**src/sv/gqce_pkg.sv**
```systemverilog
package gqce_pkg;

	typedef enum logic [10:0] {
		PH_FLAGS  = 11'b00000000001,
		PH_CID    = 11'b00000000010,
		PH_Q      = 11'b00000000100,
		PH_DIGITS = 11'b00000001000,
		PH_HDR    = 11'b00000010000,
		PH_FTYPE  = 11'b00000100000,
		PH_FSKIP  = 11'b00001000000,
		PH_FLEN   = 11'b00010000000,
		PH_TAGHDR = 11'b00100000000,
		PH_ENTRY  = 11'b01000000000,
		PH_REST   = 11'b10000000000
	} phase_t;

	localparam logic [1:0] KIND_SNI    = 2'd0;
	localparam logic [1:0] KIND_UAID   = 2'd1;
	localparam logic [1:0] KIND_VER    = 2'd2;
	localparam logic [1:0] KIND_STATUS = 2'd3;

	localparam logic [2:0] ST_OK        = 3'd0;
	localparam logic [2:0] ST_RESET     = 3'd1;
	localparam logic [2:0] ST_VERSION   = 3'd2;
	localparam logic [2:0] ST_HDR_LONG  = 3'd3;
	localparam logic [2:0] ST_NON_STRM  = 3'd4;
	localparam logic [2:0] ST_NOT_CHLO  = 3'd5;
	localparam logic [2:0] ST_TRUNC     = 3'd6;

	localparam logic [31:0] TAG_CHLO = 32'h43484C4F;
	localparam logic [31:0] TAG_SNI  = 32'h534E4900;
	localparam logic [31:0] TAG_UAID = 32'h55414944;
	localparam logic [31:0] TAG_VER  = 32'h56455200;

	localparam logic REG_MIN_VER   = 1'b0;
	localparam logic REG_NONCE_VER = 1'b1;

	typedef struct packed {
		logic [1:0]  kind;
		logic [19:0] base;
		logic [31:0] vstart;
		logic [31:0] vend;
		logic        bad;
		logic [2:0]  status;
		logic        seen;
		logic        last;
	} result_t;

	localparam int RESULT_W = $bits(result_t);

endpackage

```
**src/sv/gquic_chlo_tag_extractor.sv**
```systemverilog
// A result is computed combinationally from its accepted byte and registered in the result queue.
// Throughput: one payload byte per cycle while the result queue has room; a byte may cause
// a tag and a status result, so the two-entry headroom of the result queue sets ready.
// Reset: arst_n clears parse state and queue; registers return to 24 and 33.
// No clearing pass.
module gquic_chlo_tag_extractor #(
	parameter int MAX_PACKET_BYTES = 2048
) (
	input  logic        clk,
	input  logic        arst_n,
	input  logic        s_tvalid,
	output logic        s_tready,
	input  logic [7:0]  s_tdata,   // payload_byte
	input  logic        s_tlast,   // last_byte
	output logic        m_tvalid,
	input  logic        m_tready,
	output logic [95:0] m_tdata,   // value_base[19:0], value_start, value_end, bad_range,
	                               // end_status[2:0], chlo_seen, zero fill
	output logic [1:0]  m_tuser,   // result_kind
	output logic        m_tlast,   // last_result
	input  logic        cfg_we,
	input  logic        cfg_index,
	input  logic [9:0]  cfg_data
);
	logic [9:0] min_ver_q, nonce_ver_q;
	logic       acc;
	logic       push0, push1, room;
	gqce_pkg::result_t r0, r1, q;

	always_ff @(posedge clk or negedge arst_n) begin
		if (!arst_n) begin
			min_ver_q   <= 10'd24;
			nonce_ver_q <= 10'd33;
		end else if (cfg_we) begin
			case (cfg_index)
				gqce_pkg::REG_MIN_VER:   min_ver_q   <= cfg_data;
				gqce_pkg::REG_NONCE_VER: nonce_ver_q <= cfg_data;
				default: ;
			endcase
		end
	end

	assign s_tready = room;
	assign acc = s_tvalid && s_tready;

	gqce_parser #(.MAX_PACKET_BYTES(MAX_PACKET_BYTES)) u_parser (
		.clk, .arst_n, .en(acc), .b(s_tdata), .last(s_tlast),
		.min_version(min_ver_q), .nonce_min_version(nonce_ver_q),
		.push0, .r0, .push1, .r1
	);

	gqce_out_buf u_buf (
		.clk, .arst_n, .push0, .d0(r0), .push1, .d1(r1),
		.room, .valid(m_tvalid), .q, .pop(m_tready)
	);

	assign m_tuser = q.kind;
	assign m_tlast = q.last;
	assign m_tdata = {7'd0, q.seen, q.status, q.bad, q.vend, q.vstart, q.base};
endmodule

```
**src/sv/gqce_out_buf.sv**
```systemverilog
// Four-entry result queue; ready when at least two slots are free.
module gqce_out_buf (
	input  logic                  clk,
	input  logic                  arst_n,
	input  logic                  push0,
	input  gqce_pkg::result_t     d0,
	input  logic                  push1,
	input  gqce_pkg::result_t     d1,
	output logic                  room,
	output logic                  valid,
	output gqce_pkg::result_t     q,
	input  logic                  pop
);
	gqce_pkg::result_t mem_q [4];
	logic [1:0] rd_q;
	logic [1:0] wr_q;
	logic [2:0] cnt_q;
	logic [1:0] n_push;
	logic       do_pop;

	assign do_pop = pop && valid;
	assign n_push = {1'b0, push0} + {1'b0, push1};
	assign valid  = cnt_q != 3'd0;
	assign q      = mem_q[rd_q];
	assign room   = (cnt_q - {2'b0, do_pop}) <= 3'd2;

	always_ff @(posedge clk) begin
		if (push0) begin
			mem_q[wr_q] <= d0;
			if (push1) mem_q[wr_q + 2'd1] <= d1;
		end else if (push1) begin
			mem_q[wr_q] <= d1;
		end
	end

	always_ff @(posedge clk or negedge arst_n) begin
		if (!arst_n) begin
			rd_q  <= '0;
			wr_q  <= '0;
			cnt_q <= '0;
		end else begin
			wr_q  <= wr_q + n_push;
			rd_q  <= rd_q + {1'b0, do_pop};
			cnt_q <= cnt_q + {1'b0, n_push} - {2'b0, do_pop};
		end
	end

	a_no_overflow: assert property (@(posedge clk) disable iff (!arst_n)
		cnt_q <= 3'd4) else $error("result queue overflow");
	a_pop_valid: assert property (@(posedge clk) disable iff (!arst_n)
		(cnt_q == 3'd0) |-> !valid) else $error("empty queue shows valid");
	a_push1_alone: assert property (@(posedge clk) disable iff (!arst_n)
		(push0 || push1) |-> room) else $error("push without room");
endmodule

```
**src/sv/gqce_parser.sv**
```systemverilog
// Per-byte parse step: state update plus up to two results.
module gqce_parser #(
	parameter int MAX_PACKET_BYTES = 2048
) (
	input  logic              clk,
	input  logic              arst_n,
	input  logic              en,
	input  logic [7:0]        b,
	input  logic              last,
	input  logic [9:0]        min_version,
	input  logic [9:0]        nonce_min_version,
	output logic              push0,
	output gqce_pkg::result_t r0,
	output logic              push1,
	output gqce_pkg::result_t r1
);
	localparam logic [15:0] MAXP = 16'(MAX_PACKET_BYTES);

	gqce_pkg::phase_t ph_q, ph_d;
	logic [15:0] pos_q;
	logic [7:0]  pflags_q, pflags_d;
	logic signed [15:0] ver_q, ver_d;
	logic [7:0]  skip_q, skip_d;
	logic [16:0] fleft_q, fleft_d;
	logic        ftpe_q, ftpe_d;
	logic [15:0] fstart_q, fstart_d;
	logic [31:0] acc_q, acc_d;
	logic [15:0] tags_q, tags_d;
	logic [31:0] prior_q, prior_d;
	logic [31:0] tag_q, tag_d;
	logic        chlo_q, chlo_d;
	logic        done_q, done_d;
	logic [2:0]  code_q, code_d;
	logic [19:0] area_q, area_d;

	logic        emit;
	logic [1:0]  ekind;
	logic [31:0] tagn;
	logic [7:0]  hs;
	logic [2:0]  st;
	logic [2:0]  lenb;
	logic        trunc_f;
	logic signed [15:0] vnext;

	always_comb begin
		ph_d = ph_q; pflags_d = pflags_q; ver_d = ver_q; skip_d = skip_q;
		fleft_d = fleft_q; ftpe_d = ftpe_q; fstart_d = fstart_q; acc_d = acc_q;
		tags_d = tags_q; prior_d = prior_q; tag_d = tag_q; chlo_d = chlo_q;
		done_d = done_q; code_d = code_q; area_d = area_q;
		emit = 1'b0; ekind = gqce_pkg::KIND_SNI; tagn = '0; hs = '0; lenb = '0;
		trunc_f = 1'b0; st = gqce_pkg::ST_OK;
		vnext = (ver_q * 16'sd10) + $signed({8'd0, b}) - 16'sd48;
		if (!done_q) begin
			if (pos_q >= MAXP) begin
				done_d = 1'b1; code_d = gqce_pkg::ST_TRUNC;
			end else begin
				case (ph_q)
					gqce_pkg::PH_FLAGS: begin
						pflags_d = b;
						if (b[1]) begin
							done_d = 1'b1; code_d = gqce_pkg::ST_RESET;
						end else if (!b[0]) begin
							done_d = 1'b1; code_d = gqce_pkg::ST_VERSION;
						end else if (b[3]) begin
							ph_d = gqce_pkg::PH_CID; skip_d = 8'd8;
						end else ph_d = gqce_pkg::PH_Q;
					end
					gqce_pkg::PH_CID: begin
						skip_d = skip_q - 8'd1;
						if (skip_d == 8'd0) ph_d = gqce_pkg::PH_Q;
					end
					gqce_pkg::PH_Q: begin
						if (b != 8'h51) begin
							done_d = 1'b1; code_d = gqce_pkg::ST_VERSION;
						end else begin
							ph_d = gqce_pkg::PH_DIGITS; skip_d = '0; ver_d = '0;
						end
					end
					gqce_pkg::PH_DIGITS: begin
						ver_d = vnext;
						skip_d = skip_q + 8'd1;
						if (skip_d == 8'd3) begin
							if (vnext < $signed({6'd0, min_version})) begin
								done_d = 1'b1; code_d = gqce_pkg::ST_VERSION;
							end else begin
								hs = 8'd13;
								if (pflags_q[2] && vnext >= $signed({6'd0, nonce_min_version}))
									hs = hs + 8'd32;
								hs = hs + ((pflags_q[5:4] != 2'd0) ?
									{5'd0, pflags_q[5:4], 1'b0} : 8'd1);
								skip_d = hs;
								ph_d = gqce_pkg::PH_HDR;
							end
						end
					end
					gqce_pkg::PH_HDR: begin
						skip_d = skip_q - 8'd1;
						if (skip_d == 8'd0) ph_d = gqce_pkg::PH_FTYPE;
					end
					gqce_pkg::PH_FTYPE: begin
						if (!b[7]) begin
							done_d = 1'b1; code_d = gqce_pkg::ST_NON_STRM;
						end else begin
							lenb = (b[4:2] != 3'd0) ? (b[4:2] + 3'd1) : 3'd0;
							skip_d = {6'd0, b[1:0]} + 8'd1 + {4'd0, 1'b0, lenb};
							if (b[4:2] == 3'd7) skip_d = {6'd0, b[1:0]} + 8'd9;
							ftpe_d = !b[5];
							ph_d = gqce_pkg::PH_FSKIP;
						end
					end
					gqce_pkg::PH_FSKIP: begin
						skip_d = skip_q - 8'd1;
						if (skip_d == 8'd0) begin
							if (ftpe_q) begin
								ph_d = gqce_pkg::PH_TAGHDR; skip_d = '0; tag_d = '0;
								acc_d = '0; fstart_d = pos_q + 16'd1;
							end else begin
								ph_d = gqce_pkg::PH_FLEN; acc_d = '0;
							end
						end
					end
					gqce_pkg::PH_FLEN: begin
						if (skip_q[0]) acc_d = {16'd0, b, acc_q[7:0]};
						else acc_d = {24'd0, b};
						skip_d = skip_q + 8'd1;
						if (skip_d == 8'd2) begin
							fleft_d = {1'b0, acc_d[15:0]};
							ph_d = gqce_pkg::PH_TAGHDR; skip_d = '0; tag_d = '0;
							acc_d = '0; fstart_d = pos_q + 16'd1;
							if (fleft_d == 17'd0) begin
								done_d = 1'b1; code_d = gqce_pkg::ST_TRUNC;
							end
						end
					end
					default: begin
						tagn = {tag_q[23:0], b};
						if (ph_q == gqce_pkg::PH_TAGHDR) begin
							if (skip_q < 8'd4) tag_d = tagn;
							else if (skip_q == 8'd4) acc_d = {acc_q[31:8], b};
							else if (skip_q == 8'd5) acc_d = {acc_q[31:16], b, acc_q[7:0]};
							skip_d = skip_q + 8'd1;
							if (skip_q == 8'd3) begin
								if (tagn == gqce_pkg::TAG_CHLO) chlo_d = 1'b1;
								else begin
									done_d = 1'b1; code_d = gqce_pkg::ST_NOT_CHLO;
									skip_d = skip_q;
								end
							end
							if (skip_q == 8'd7) begin
								tags_d = acc_q[15:0];
								area_d = {4'd0, fstart_q} + {1'b0, acc_q[15:0], 3'd0} + 20'd8;
								prior_d = '0; skip_d = '0;
								ph_d = (acc_q[15:0] != 16'd0) ?
									gqce_pkg::PH_ENTRY : gqce_pkg::PH_REST;
							end
						end else if (ph_q == gqce_pkg::PH_ENTRY) begin
							if (skip_q == 8'd0) tag_d = {24'd0, b};
							else if (skip_q < 8'd4) tag_d = tagn;
							else case (skip_q[1:0])
								2'd0: acc_d = {acc_q[31:8], b};
								2'd1: acc_d = {acc_q[31:16], b, acc_q[7:0]};
								2'd2: acc_d = {acc_q[31:24], b, acc_q[15:0]};
								default: acc_d = {b, acc_q[23:0]};
							endcase
							if (skip_q == 8'd0) acc_d = '0;
							skip_d = skip_q + 8'd1;
							if (skip_q == 8'd7) begin
								if (tag_q == gqce_pkg::TAG_SNI) begin
									emit = 1'b1; ekind = gqce_pkg::KIND_SNI;
								end else if (tag_q == gqce_pkg::TAG_UAID) begin
									emit = 1'b1; ekind = gqce_pkg::KIND_UAID;
								end else if (tag_q == gqce_pkg::TAG_VER) begin
									emit = 1'b1; ekind = gqce_pkg::KIND_VER;
								end
								prior_d = acc_d;
								tags_d = tags_q - 16'd1;
								skip_d = '0;
								if (tags_d == 16'd0) ph_d = gqce_pkg::PH_REST;
							end
						end
						if (!done_d && !ftpe_q) begin
							fleft_d = fleft_q - 17'd1;
							if (fleft_d == 17'd0) begin
								if (ph_d == gqce_pkg::PH_TAGHDR) trunc_f = skip_d < 8'd4;
								else if (ph_d == gqce_pkg::PH_ENTRY)
									trunc_f = skip_d >= 8'd1 && skip_d <= 8'd3;
								if (trunc_f) begin
									done_d = 1'b1; code_d = gqce_pkg::ST_TRUNC;
								end else ph_d = gqce_pkg::PH_FTYPE;
							end
						end
					end
				endcase
			end
		end
		// end status from the updated state
		if (done_d) st = code_d;
		else begin
			case (ph_d)
				gqce_pkg::PH_FLAGS, gqce_pkg::PH_CID, gqce_pkg::PH_Q,
				gqce_pkg::PH_DIGITS, gqce_pkg::PH_HDR: st = gqce_pkg::ST_HDR_LONG;
				gqce_pkg::PH_FTYPE: st = gqce_pkg::ST_OK;
				gqce_pkg::PH_FSKIP, gqce_pkg::PH_FLEN: st = gqce_pkg::ST_TRUNC;
				gqce_pkg::PH_TAGHDR: st = (!ftpe_d || skip_d < 8'd4) ?
					gqce_pkg::ST_TRUNC : gqce_pkg::ST_OK;
				gqce_pkg::PH_ENTRY: st = (!ftpe_d || (skip_d >= 8'd1 && skip_d <= 8'd3)) ?
					gqce_pkg::ST_TRUNC : gqce_pkg::ST_OK;
				default: st = ftpe_d ? gqce_pkg::ST_OK : gqce_pkg::ST_TRUNC;
			endcase
		end
	end

	logic r_tag;
	assign r_tag = en && emit;
	always_comb begin
		r0 = '0; r1 = '0;
		r0.kind = ekind; r0.base = area_q; r0.vstart = prior_q; r0.vend = acc_d;
		r0.bad = acc_d < prior_q; r0.seen = 1'b1;
		r1.kind = gqce_pkg::KIND_STATUS; r1.status = st; r1.seen = chlo_d; r1.last = 1'b1;
		push0 = r_tag; push1 = en && last;
		if (!r_tag) r0 = r1;
		if (!r_tag) begin
			push0 = en && last; push1 = 1'b0;
		end
	end

	always_ff @(posedge clk or negedge arst_n) begin
		if (!arst_n) begin
			ph_q <= gqce_pkg::PH_FLAGS; pos_q <= '0; pflags_q <= '0; ver_q <= '1;
			skip_q <= '0; fleft_q <= '0; ftpe_q <= 1'b0; fstart_q <= '0; acc_q <= '0;
			tags_q <= '0; prior_q <= '0; tag_q <= '0; chlo_q <= 1'b0; done_q <= 1'b0;
			code_q <= '0; area_q <= '0;
		end else if (en) begin
			if (last) begin
				ph_q <= gqce_pkg::PH_FLAGS; pos_q <= '0; pflags_q <= '0; ver_q <= '1;
				skip_q <= '0; fleft_q <= '0; ftpe_q <= 1'b0; fstart_q <= '0;
				acc_q <= '0; tags_q <= '0; prior_q <= '0; tag_q <= '0; chlo_q <= 1'b0;
				done_q <= 1'b0; code_q <= '0; area_q <= '0;
			end else begin
				ph_q <= ph_d; pflags_q <= pflags_d; ver_q <= ver_d; skip_q <= skip_d;
				fleft_q <= fleft_d; ftpe_q <= ftpe_d; fstart_q <= fstart_d; acc_q <= acc_d;
				tags_q <= tags_d; prior_q <= prior_d; tag_q <= tag_d; chlo_q <= chlo_d;
				done_q <= done_d; code_q <= code_d; area_q <= area_d;
				if (pos_q != 16'hFFFF) pos_q <= pos_q + 16'd1;
			end
		end
	end

	a_done_holds: assert property (@(posedge clk) disable iff (!arst_n)
		($past(done_q) && !$past(en && last) && done_q == 1'b0) |-> !$past(arst_n))
		else $error("end status lost before last byte");
	a_tag_needs_chlo: assert property (@(posedge clk) disable iff (!arst_n)
		r_tag |-> chlo_q) else $error("tag result without CHLO");
	a_onehot: assert property (@(posedge clk) disable iff (!arst_n)
		$onehot(ph_q)) else $error("phase not one-hot");
endmodule
```
**config.mk**
```make
export PLATFORM = sky130hd
export DESIGN_NAME = gquic_chlo_tag_extractor
export DESIGN_NICKNAME = d
export VERILOG_FILES = /design/src/sv/gqce_pkg.sv /design/src/sv/gquic_chlo_tag_extractor.sv /design/src/sv/gqce_out_buf.sv /design/src/sv/gqce_parser.sv
export SDC_FILE = /design/constraint.sdc
export NUM_CORES = 2
export LEC_CHECK = 0
export ABC_AREA = 1
export ABC_CLOCK_PERIOD_IN_PS = 6900
export BUFFER_PORTS_ARGS = -buffer_cell sky130_fd_sc_hd__buf_4
export CAP_MARGIN = 20
export CORE_UTILIZATION = 55
export CTS_CLUSTER_DIAMETER = 100
export DETAILED_ROUTE_END_ITERATION = 8
export PLACE_DENSITY = 0.84
export SLEW_MARGIN = 30
export SYNTH_ARGS = -nofsm -noshare
export SYNTH_HDL_FRONTEND = slang
export SYNTH_SLANG_ARGS = --single-unit
```
**constraint.sdc**
```tcl
create_clock -name clk -period 6.9 [get_ports clk]
set_input_delay 0.69 -clock clk [delete_from_list [all_inputs] [get_ports clk]]
set_output_delay 0.69 -clock clk [all_outputs]
set_load 0.05 [all_outputs]
```
# == Yosys cells after proc, flatten, opt, wreduce, memory -nomap -nowiden ==
# Memories as Yosys holds them, arrays and structs flattened.
# Cells that the tools add are included.
# classes
n_reduce_logical,50
magnitude_cmp,12
add_sub_neg,21
eq_ne,46
multipliers,1
mux,227
n_bitwise,2
# op_table
op,n
$mux W32,30
$mux W16,24
$pmux W32 S3,3
$mux W11,25
$mux W8,28
$mux W92,2
$eq A32 B31 Y1 const B,4
$mux W20,6
$pmux W11 S8,1
$mux W17,5
$mux W3,24
$pmux W16 S2,2
$mux W1,57
$pmux W8 S7,1
$pmux W17 S2,1
$eq A11 B10 Y1 const B,3
$eq A11 B9 Y1 const B,3
$logic_not A16 Y1,2
$lt A32 B32 Y1,1
$mux W6,5
$eq A8 B2 Y1 const B,3
$eq A8 B3 Y1 const B,3
$lt A8 B3 Y1 const B,3
$eq A11 B1 Y1 const B,2
other kinds (72),121
# word_totals
register_bits,255
output_inout_bits,101
mem_bits_rw,368
input_bits,25
mem_count,1
# mem_list
name,depth,width,read_ports,rd_ports_with_merged_regs,wr,line_no,text
u_buf.mem_q,4,92,1,0,2,gqce_out_buf.sv:14,gqce_pkg::result_t mem_q [4];

# == Depth between registers and ports, before layout ==
# logic_depth
word_depth,29
ltp_mapped,39
ltp_nobuf,39

# == Hierarchy ==
# From an unflattened synthesis, not the netlist that was laid out.
# unflattened
hier_cells,6013
area_unflattened_um2,43015.0
# modules_own_cells
mod,area_per_inst_um2,instances,cells_per_inst
gqce_out_buf,22611.7,1,3063
gqce_parser,19517.5,1,2853
gquic_chlo_tag_extractor,885.8,1,97

# == Worst setup path before layout ==
# No wires, ideal clock.
# synth_timing
kind,register to register
startpoint,register u_buf.cnt_q[2]
endpoint,"memory u_buf.mem_q[1][1] (netlist name), data pin"
t_arrival_ps,4995
n_path_buf,1
setup_slack_ps,1758
path_stages_with_launch,18
cell_sequence,dfrtp_1 > inv_1 > nand3_1 > and2_1 > ha_1 > ha_1 > o21ai_0 > nor2_1 > nand2_1 > nor2_1 > inv_1 > ha_1 > nor3_1 > clkinv_1 > nand2_1 > clkinv_1 > clkbuf_1 > a21oi_1
# synth_lines
element,line_no,text
start: declaration,gqce_out_buf.sv:17,logic [2:0] cnt_q;
start signal: assignment,gqce_out_buf.sv:44,"cnt_q <= cnt_q + {1'b0, n_push} - {2'b0, do_pop};"
end: declaration,gqce_out_buf.sv:14,

==> out/results.tsv <==
metric	value	unit
worst path required time	7270	ps
final count of pins violating max slew	0	
Yosys top cell by area	dfxtp_1	
num rows	90	
share of flip-flops with an asynchronous set or reset	40.55	%
Tcrit/Tclk final	86.41	%
placeable core region	60470	um^2
area overhead of the layout relative to synthesis	11.51	%
number of gates given a new drive strength after cts	0	
half-perimeter wire length after detailed placement	72600	um
Overflow after GRT	0	
overall die width	249.7	um
global-route wire length before repair	171800	um
number of enable flip-flop cells after synthesis	16	
Top FF cell, synth	dfxtp_1	
proportion of netlist area held by the largest area contributor	20.88	%
last weighted congestion value of the routability-driven placer	1.018	
PortBufs	118	
Layout Skew	29.08	ps
count of antenna-violating nets left after detailed routing	0	
via count of the first global-routing pass	31114	
status	complete, no violations	
overall routing resource usage	34.29	%
number of buffers and inverters on the critical path	4	
number of hold buffers added after cts	0	
Hold Violations, Final	0	
sequential fraction of the synthesis area	40.98	%
number of instances in the synthesized netlist	4608	
Min-Delay Path Class	in -> reg	
first drt pass iteration count	9	
clock tree root buffer cell	clkbuf_16	
count of yosys warnings during synthesis	0	
clock-pin transition on the worst setup and hold timing paths	60	ps
top area cells in the synthesized netlist	dfxtp_1 21%, dfrtp_1 17%, o21ai_0 12%	
number of DRC markers in iteration 0	4052	
number of ports placed on the die boundary	126	
diode insertion count for antenna repair	0	
largest net degree at the start of global routing	185	
overall routed net length	109200	um
critical path capture point type	register	
startpoint type of the worst setup path	register	
highest attainable clock frequency	167.7	MHz
Register Area	13840	um^2
cell with the largest stage delay on the worst path	dfstp_2	
number of H-tree branching levels	3	
routed wire length per instance	20.05	um
number of violations of the max-capacitance limit	0	
cell family with the largest share of critical-path delay	simple AND/OR/NAND/NOR gates	
number of post-CTS setup repair buffers	0	
Max transition margin	31.97	%
endpoints failing setup	0	
post-synth cell types	67	
worst slew pin tran	1020	ps
final setup TNS	0	ps
Most Frequent Cell on Critical Path	nand2_1	
net count reported at finish	4789	
endpoint arrival time on the critical path	6330	ps
Max clock buf depth	3	
delay of the slowest cell on the worst path	550	ps
initial cell density of the core	55.82	%
total number of vias	33666	
worst-path maximum fanout	5	
syn avg cell area	7.325	um^2
DR vias/cell	6.181	
area taken by multi-input logic gates	17350	um^2
time the worst path needs with I/O delays and setup	5962	ps
netlist area before placement	33750	um^2
detailed-route DRC error count	0	
filler instances	5257	
clock latency at the later pin of the worst-skew pair	630	ps
total die area	62360	um^2
crit path kind	reg -> reg	
number of buffers created by CTS	69	
proportion of layout cells with a drive suffix above 1	8.596	%
antenna violations before repair	0	
height of the die	249.7	um
TritonCTS clock tree	done	
CTS sink cnt	619	
setup repair after global routing missed its margin	no	
number of storage elements in the synthesis netlist	619	
==> final timing paths <==
path,from,end,slack (ps),cells past startpoint
setup / recovery,u_parser.ver_q[3],u_buf.mem_q[3][4],940,36
hold / removal,cfg_data[0],nonce_ver_q[0],320,3
setup reg to reg,u_parser.ver_q[3],u_buf.mem_q[3][4],940,36
hold reg to reg,u_buf.mem_q[2][83],u_buf.mem_q[2][83],450,2
max in group asynchronous,arst_n,u_buf.rd_q[0],5160,3
min in group asynchronous,arst_n,u_parser.ph_q[2],550,2
==> registers in the layout, summed over array words and instances, names as in the netlist <==
| signal | flops |
|---|---|
| u_buf.mem_q | 368 |
| u_parser.acc_q | 32 |
| u_parser.prior_q | 32 |
| u_parser.tag_q | 32 |
| u_parser.area_q | 20 |
| u_parser.fleft_q | 17 |
| u_parser.fstart_q | 16 |
| u_parser.pos_q | 16 |
| u_parser.tags_q | 16 |
| u_parser.ver_q | 15 |
| u_parser.ph_q | 11 |
| min_ver_q | 10 |
| nonce_ver_q | 10 |
| u_parser.skip_q | 8 |
| u_buf.cnt_q | 3 |
| u_parser.code_q | 3 |
| u_parser.pflags_q | 3 |
| u_buf.rd_q | 2 |
| u_buf.wr_q | 2 |
| u_parser.chlo_q | 1 |
| u_parser.done_q | 1 |
| u_parser.ftpe_q | 1 |
==> metal layers <==
| metal | global-route usage (%) | vias to the layer above | share of wire [%] |
|---|---|---|---|
| met1 | 46.95 | 15649 | 41 |
| met2 | 52.07 | 2065 | 43 |
| li1 | - | 15590 | - |
| met4 | 15.40 | 0 | 4.7 |
| met3 | 7.207 | 362 | 11 |
| met5 | 0 | - | 0 |
==> cell usage in the layout, fill, tap and decap left out, types with 8 or more instances in the layout <==
cell type,count
clkinv_1,15
bufinv_16,8
o22ai_1,213
nor3_1,51
o21ai_0,780
o211ai_1,15
nor2_2,19
dfrtp_1,229
a21oi_1,170
inv_2,24
dfxtp_1,352
a32oi_1,9
ha_1,150
o32ai_1,9
nand3_1,138
and2_1,10
o221ai_1,21
edfxtp_1,16
clkinv_2,15
o31ai_1,13
nand2_1,970
a221oi_1,12
dfstp_2,20
xor2_1,53
nand2_2,13
nor2_1,442
a211oi_1,27
clkbuf_16,72
clkbuf_8,8
nand4_1,58
buf_4,169
nor4_1,17
o21ai_1,9
xnor2_1,17
inv_1,386
clkbuf_1,11
==> cell families after synthesis <==
kind of cell | after synthesis | share of synthesized area [%]
and+or+nand+nor | 1745 | 21.34
muxes | 5 | 0.1631
AOI/OAI and AO/OA | 1333 | 22.07
xor gates and xnor gates | 70 | 1.816
DFF | 619 | 40.98
buffers and inverters | 680 | 7.762
other | 1 | 0.01111
adders and majority gates | 155 | 5.857
==> stage by stage <==
stage          setup slack [ps]  hold WS [ps]  instances  utilization [%]  instance area, um^2
2_1_floorplan              1758         394.4       4614                -                33770
3_3_place_gp               1119         432.1       5318            58.14                35160
3_5_place_dp               1002         439.4       5318            58.14                35160
4_1_cts                   984.7         178.5       5445            62.17                37600
5_1_grt                   488.0         337.0       5447            62.24                37640
6_report                  937.9         324.9       5447            62.24                37640
==> layout make-up <==
cell class | count | share of cell area [%]
well taps | 782 | 2.600
inverters | 426 | 4.265
flip-flops and latches | 619 | 36.77
clock inverters | 36 | 1.286
clock buffers | 91 | 5.189
repair buffers | 178 | 3.806
multi-input cells | 3315 | 46.09
==> synthesized netlist by cell type (7+ instances only) <==
| library cell | number |
|---|---|
| a211oi_1 | 27 |
| a21oi_1 | 171 |
| a221oi_1 | 12 |
| a22oi_1 | 7 |
| a32oi_1 | 9 |
| and2_1 | 10 |
| buf_1 | 14 |
| buf_2 | 14 |
| buf_4 | 7 |
| clkbuf_1 | 216 |
| clkinv_1 | 13 |
| dfrtp_1 | 231 |
| dfstp_2 | 20 |
| dfxtp_1 | 352 |
| edfxtp_1 | 16 |
| ha_1 | 150 |
| inv_1 | 393 |
| inv_2 | 19 |
| nand2_1 | 970 |
| nand2_2 | 13 |
| nand3_1 | 138 |
| nand3_2 | 7 |
| nand4_1 | 58 |
| nor2_1 | 446 |
| nor2_2 | 15 |
| nor3_1 | 52 |
| nor4_1 | 18 |
| o211ai_1 | 15 |
| o21ai_0 | 780 |
| o21ai_1 | 9 |
| o21bai_1 | 7 |
| o221ai_1 | 21 |
| o22ai_1 | 213 |
| o31ai_1 | 13 |
| o32ai_1 | 9 |
| xnor2_1 | 17 |
| xor2_1 | 53 |
==> worst reg2reg max path: cells and delay by family, from the launching register on <==
family / cells / cell delay, ps
AO/OA/AOI/OAI: 2 / 370
XOR/XNOR: 2 / 370
adder cells (fa/ha/maj): 6 / 1870
buffers and inverters: 4 / 240
flip-flops: 1 / 550
AND/OR/NAND/NOR: 22 / 2330
Power is not shown: default switching activity piles up to over one toggle a cycle in this logic, so the estimate is an artifact.
